===== config.mk =====
export PLATFORM = sky130hd
export DESIGN_NAME = fcc_ctrl
export DESIGN_NICKNAME = d
export VERILOG_FILES = /design/src/flow_counter_cache_unit_assert.svh /design/src/fcc_pkg.sv /design/src/fcc_ctrl.sv
export SDC_FILE = /design/constraint.sdc
export NUM_CORES = 1
export LEC_CHECK = 0
export ABC_AREA = 1
export ABC_CLOCK_PERIOD_IN_PS = 1750
export BUFFER_PORTS_ARGS = -buffer_cell sky130_fd_sc_hd__buf_2
export CAP_MARGIN = 20
export CELL_PAD_IN_SITES_DETAIL_PLACEMENT = 1
export CELL_PAD_IN_SITES_GLOBAL_PLACEMENT = 2
export CORE_UTILIZATION = 22
export DETAILED_ROUTE_END_ITERATION = 7
export PLACE_DENSITY_LB_ADDON = 0.1
export RECOVER_POWER = 100
export SYNTH_ARGS = -nofsm -noshare
export SYNTH_HDL_FRONTEND = slang
export SYNTH_SLANG_ARGS = --single-unit

===== constraint.sdc =====
create_clock -name clock -period 1.75 [get_ports clock]
set_input_delay 0.175 -clock clock [delete_from_list [all_inputs] [get_ports clock]]
set_output_delay 0.175 -clock clock [all_outputs]
set_load 0.03 [all_outputs]

===== src/flow_counter_cache_unit_assert.svh =====
// Assertion macros for the flow counter cache.
`ifndef FLOW_COUNTER_CACHE_UNIT_ASSERT_SVH
`define FLOW_COUNTER_CACHE_UNIT_ASSERT_SVH
// Implication checked on every clock edge outside reset.
`define FCC_ASSERT_IMP(label, clk, rst, a, c) \
   label: assert property (@(posedge clk) disable iff (rst) (a) |-> (c)) \
      else $error("assertion failed");
// Implication checked in the cycle after the antecedent.
`define FCC_ASSERT_NEXT(label, clk, rst, a, c) \
   label: assert property (@(posedge clk) disable iff (rst) (a) |=> (c)) \
      else $error("assertion failed");
`endif


===== src/fcc_pkg.sv =====
package fcc_pkg;
   localparam int TableDepth = 64;
   localparam int IdxW = $clog2(TableDepth);
   localparam int OccW = $clog2(TableDepth + 1);
   localparam int NearFullShift = 3;
   localparam logic [15:0] LfsrTaps = 16'hB400;
   localparam logic [15:0] SeedReset = 16'd44257;
   localparam logic [6:0] MaxReset = 7'd64;
   localparam logic CsrMaxEntries = 1'b0;
   localparam logic CsrVictimSeed = 1'b1;

   // Commands from controller to datapath.
   typedef struct packed {
      logic load_req;      // capture request beat
      logic scan_clear;    // reset scan index
      logic scan_step;     // compare entry and advance
      logic mod_start;     // start victim remainder
      logic mod_step;      // one restoring step
      logic rd_slot;       // read table row at chosen slot
      logic wr_packet;     // write updated row
      logic wr_export;     // clear counters of exported row
      logic rsp_load;      // load result register
      logic rsp_ignore;    // result is all zero
      logic lfsr_adv;      // advance victim LFSR
   } fcc_cmd_type;

   // Status from datapath to controller.
   typedef struct packed {
      logic is_export;
      logic is_ipv6;
      logic scan_hit;
      logic scan_done;
      logic has_room;
      logic mod_done;
   } fcc_sts_type;
endpackage


===== src/fcc_ctrl.sv =====
module fcc_ctrl (
   input  logic clock,
   input  logic reset,
   input  logic req_valid,
   output logic req_ready,
   input  logic rsp_busy,
   input  fcc_pkg::fcc_sts_type sts,
   output fcc_pkg::fcc_cmd_type cmd
);
   import fcc_pkg::*;

   typedef enum logic [3:0] {
      S_IDLE, S_DECODE, S_SCAN, S_MISS, S_MOD, S_READ, S_WAIT, S_WRITE, S_EXPORT,
      S_RESULT
   } state_type;

   state_type state_ff, state_in;

   always_ff @(posedge clock) begin
      if (reset) begin
         state_ff <= S_IDLE;
      end else begin
         state_ff <= state_in;
      end
   end

   assign req_ready = (state_ff == S_IDLE);

   always_comb begin
      state_in = state_ff;
      cmd = '0;
      case (state_ff)
         S_IDLE: begin
            if (req_valid) begin
               cmd.load_req = 1'b1;
               cmd.scan_clear = 1'b1;
               state_in = S_DECODE;
            end
         end
         S_DECODE: begin
            if (sts.is_export) begin
               cmd.rd_slot = 1'b1;
               state_in = S_EXPORT;
            end else if (sts.is_ipv6) begin
               state_in = S_RESULT;
            end else begin
               state_in = S_SCAN;
            end
         end
         S_SCAN: begin
            if (sts.scan_hit) begin
               cmd.rd_slot = 1'b1;
               state_in = S_WAIT;
            end else if (sts.scan_done) begin
               state_in = S_MISS;
            end else begin
               cmd.scan_step = 1'b1;
            end
         end
         S_MISS: begin
            if (sts.has_room) begin
               // With no remainder running, a step claims the next free slot.
               cmd.mod_step = 1'b1;
               state_in = S_READ;
            end else begin
               cmd.lfsr_adv = 1'b1;
               state_in = S_MOD;
            end
         end
         S_MOD: begin
            // The LFSR has advanced by now; start the remainder.
            cmd.mod_start = 1'b1;
            state_in = S_READ;
         end
         S_READ: begin
            if (sts.mod_done) begin
               cmd.rd_slot = 1'b1;
               state_in = S_WAIT;
            end else begin
               cmd.mod_step = 1'b1;
            end
         end
         S_WAIT: begin
            state_in = S_WRITE;
         end
         S_WRITE: begin
            cmd.wr_packet = 1'b1;
            state_in = S_RESULT;
         end
         S_EXPORT: begin
            cmd.wr_export = 1'b1;
            state_in = S_RESULT;
         end
         S_RESULT: begin
            if (!rsp_busy) begin
               cmd.rsp_load = 1'b1;
               cmd.rsp_ignore = sts.is_ipv6 && !sts.is_export;
               state_in = S_IDLE;
            end
         end
         default: state_in = S_IDLE;
      endcase
   end
endmodule


# Word-level counts from Yosys, hierarchy flattened
# Cells that the tools add are included.
totals:
  word_cells: 47
  mem_bits_ro: 0
  regBits: 4
  latch_bits: 0
  mem_count: 0
  input_bits: 10
  out_inout_bits: 12
  ram_bits: 0
op_classes:
  div_mod_pow: 0
  n_mux: 28
  n_mul: 0
  n_eq_ne: 13
  magnitude_cmp: 0
  addsub: 0
  shift: 0
  reduce_logical: 5
  bitwise: 0
ops:
  columns: ["operator", "count"]
  rows:
  - ["$pmux 4 s9", 1]
  - ["$mux 4", 7]
  - ["$eq 4x3->1 const B", 4]
  - ["$mux 1", 14]
  - ["$eq 4x2->1 const B", 2]
  - ["$eq 4x4->1 const B", 2]
  - ["$mux 2", 4]
  - ["$ne 2x2->1 const B", 3]
  - ["$eq 4x1->1 const B", 1]
  - ["$logic_not 4->1", 1]
  - ["$reduce_and 4->1", 1]
  - ["$ne 3x3->1 const B", 1]
  - ["$pmux 1 s3", 1]
  - ["$pmux 1 s2", 1]
  - ["$reduce_or 2->1", 1]
  - ["$logic_and 1x1->1", 1]
  - ["$logic_not 1->1", 1]

# Logic depth before layout (Yosys ltp)
logic_depth:
  ltp_word: 4
  depth_mapped: 9
  mapped_depth_nobuf: 8

# Worst setup path before layout
# Ideal clock, no wire load.
synth_path:
  path_type: "reg-to-output"
  startpoint: "register state_ff[3]"
  endpoint: "output port cmd[10] (netlist bit)"
  required_time_ps: 1575
  path_stages_with_launch: 6
  path_buffers: 2
  slack_ps: -140
  t_arrival_ps: 1715
  cell_sequence: "dfxtp_1 > buf_6 > nor2_4 > inv_4 > nor3_1 > buf_4"
synth_lines:
  columns: ["element", "line", "rtl"]
  rows:
  - ["start, declared", "fcc_ctrl.sv:17", "state_type state_ff, state_in;"]
  - ["start signal, assigned", "fcc_ctrl.sv:23", "state_ff <= state_in;"]
  - ["end, declared", "fcc_ctrl.sv:8", "output fcc_pkg::fcc_cmd_type cmd"]

==> metrics list <==
- IR analysis of the VDD net gives a maximum drop of 0.374 mV.
- Endpoint of the worst hold path: state_ff[0]
* H-tree lvl count: 1
* Number of instances in the synthesized netlist: 80
- Of the total synthesized cell area, the portion taken by AND, OR, NAND and NOR gates is 0.556.
- After synthesis the cells add up to 468 µm².
- Across all hold checks on the routed design, the worst slack comes to 151 ps.
* Leakage power figure: 0.346 nW
- Worst relative slew slack: 0.755
* Post-CTS clock slew at the launch and capture registers of the worst setup and hold paths: 40 ps
* CP endpoint kind: primary output
- Global-route congestion overflow total: 0
- The finished cells cover 611 µm².
* Per-instance average area after synthesis: 5.85 µm²
- Finish-stage setup viols: 0
* Total Routing Usage GR: 0.125
- Pins over their slew limit: 0
- The signal on the critical path passes through nor2_4 -> nand3_1 -> nand3_1 -> clkbuf_2.
- Outcome: finished, final reports clean
* Detailed-route via count: 559
- In this run, post-CTS repair resized a total of 0 instances.
- After detailed routing, the number of vias per cell comes to 4.33.
- STA classifies the critical path startpoint as a flop.
- The initial antenna violation count is 0.
- Required time of the critical path: 1570 ps
- In this run, placement finished with an instance count of 126.
- Of all flip-flops after synthesis, the portion carrying an async set or reset was 0.
* Power spent charging and discharging nets: 0.471 mW
- In this design, the critical path's most frequently occurring cell is nand3_1.
* Detailed router's first-iteration violation count: 4
* Number of warnings printed during yosys synthesis: 0
* Cell Area, Placed: 599 µm²
* Portion of total power attributed to combinational logic: 0.673
- The internal portion of the total power is 0.366 mW.
- Worst skew pair latency: 230 ps
* Critical Path Max Stage Delay: 400 ps
- Of the post-synthesis cell area, the dominant cell type holds 0.171.
- The number of failing hold endpoints at the final stage is 0.
- Number of clock sinks: 4
- Placed wire-length estimate after detailed placement: 1210 µm
- The library cell used most frequently in the layout, excluding fill and tap cells, is inv_1.
- The share of total power dissipated in the clock network is 0.134.
- Ranked by total cell area, the synthesized netlist is headed by dfxtp_1 17%, nand3_1 11%, inv_1 10%, nand2_1 9.6%, nor2_1 8.8%.
* N_diodes: 0
* Initial Utilization: 0.236
- Sum of internal, switching and leakage power: 0.837 mW
* Fraction of final layout cells with drive strength greater than 1: 0.382
- Final-layout setup total negative slack: 0 ps
- OpenSTA, run right after detailed placement, puts the worst setup slack at 367 ps.
* Top Registers: state_ff (4)
- Height of the chip: 48.1 µm
* Flop-to-flop setup slack: 370 ps
- At the pin with the least slew margin, the transition time is 369 ps.
* Most area-hungry cell type in the Yosys netlist: dfxtp_1
- Hold path depth: 2
- Startpoint of the most critical register-to-register path: state_ff[3]
- Number of buffers added on ports: 21
* Top reg by flops: state_ff
* Largest net degree at the start of global routing: 10
- In the synthesized netlist the dominant register cell turns out to be dfxtp_1.
- Final worst path period share: 0.923
- Minimum clock period after layout: 1610 ps
- Cts bufs inserted: 3
- CP Class: reg -> out
- Hold wc startpoint: reset
* Cts hold-fix bufs: 0
- On the final layout, the worst clock skew is 3.27 ps.
- The cell sitting at the root of the clock tree is a clkbuf_4.
* Count of maximum capacitance violations: 0
* RSZ-0062 raised after global routing: false
- Of the post-synthesis cell area, the part taken by muxes is 0.
- Maximum fanout along the worst path: 9
* Drt pass-1 iters: 4
- Area added between synthesis and finish: 30.5%
- Power density normalized to cell area: 1370 nW/µm²
* Max frequency: 619 MHz
* Number of buffers between clock root and the deepest sink: 2
- In the routed design, unresolved DRC markers number 0.
- The register with the most flip-flops in the layout has 4 of them.
- Switching power as a share of total power: 0.563
* Number of antenna-violating nets in the routed design: 0
* Via count of the first global-routing pass: 487
- Die area: 2320 µm²
* Nets: 114
* Post-Syn Nets: 90
- Weighted congestion reported at the end of routability-driven placement: 0.720
- The first global-routing pass estimated 2010 µm of wire.
- Of the total synthesized cell area, the portion taken by XOR and XNOR cells is 0.
- Wire length per cell: 10.5 µm
- The tightest min-delay check is of the in -> reg type.
- The number of different library cells used by synthesis comes to 23.
* Fraction of the mapped netlist area in adder cells: 0
* Largest family of logic cells by synthesized area: simple AND/OR/NAND/NOR gates
* Capture point of the worst reg-to-reg path: state_ff[1]
- Count of buffer and inverter cells on the critical path: 1
- For this run, the register share of the synthesized area comes to 0.171.
- Register-to-Register Path Depth: 8
* Count of pins on the block boundary: 22
- Kind of cell with the highest combined delay on the critical path: simple AND/OR/NAND/NOR gates
- At the worst endpoint, the arrival time is 1440 ps.
- Std-Cell Core Area: 1980 µm²
- Top library cells by usage in the layout, fill and taps aside: 13 x inv_1, 12 x nor2_1, 12 x nand2_1
* Post-route setup slack: 135 ps
- Floorplan row count: 16
- Leaving out filler cells and counting taps, the final layout contains 129.
* TritonCTS clock tree: done
* Worst path slowest cell: dfxtp_1
- Counting flops and latches in the post-synthesis netlist gives 4.
* Sum of routed wire length over all layers: 1360 µm
* Share of the core filled with cells in the final layout: 0.308
- In this run, synthesis inferred 0 flip-flops with an integrated enable.
- Post-CTS timing repair inserted 0 buffers for setup.
- Sequential share of power: 0.193
* Die X-Extent: 48.1 µm
* Fraction of the mapped netlist area in compound gates: 0.0909
-- cells in the mapped netlist (2+ instances only) --
cell type	n
dfxtp_1	4
nor2_1	11
nor2_2	5
nand2_2	5
inv_2	3
a21oi_1	2
inv_1	13
nor2_4	2
nand3_1	10
nand2_1	12
-- power groups by stage --
stage | registers [mW] | logic, mW | clock network (mW)
after floorplan | 0.139 | 0.501 | 0
after global placement | 0.164 | 0.579 | 0
after detailed placement | 0.165 | 0.583 | 0
after CTS | 0.164 | 0.584 | 0.116
after global routing | 0.167 | 0.616 | 0.123
final | 0.162 | 0.563 | 0.112
-- worst max path at each step --
| stage | depth (start not counted) | from | slack (ps) | to |
|---|---|---|---|---|
| after global placement | 6 | state_ff[3] | 350 | cmd[6] |
| final | 4 | state_ff[3] | 140 | cmd[5] |
| after CTS | 4 | state_ff[3] | 110 | cmd[5] |
| after global routing | 5 | state_ff[0] | 20 | cmd[1] |
| after floorplan | 4 | state_ff[3] | 160 | cmd[6] |
| after detailed placement | 4 | state_ff[3] | 370 | cmd[5] |
-- area by class of cell --
cell class	instances	area [µm²]
Timing Repair Buffer	21	101
Sequential cell	4	80.1
Tap cell	27	33.8
Multi-Input combinational cell	57	307
Fill cell	269	1370
Clock buffer	3	22.5
Inverter	17	66.3
-- layer usage --
layer  vias up  share of wire  wire length [µm]  GRT usage
met1       250           0.48               648      0.160
met3         0          0.023                31     0.0111
met2        15           0.50               675      0.214
met5         -              0                 0          0
li1        294              -                 -          -
met4         0              0                 0     0.0500
-- cells by family after synthesis --
| kind of cell | Yosys count |
|---|---|
| DFF | 4 |
| buffers and inverters | 19 |
| and+or+nand+nor | 50 |
| AOI/OAI and AO/OA | 7 |
Power figures use the tool's default switching activity.
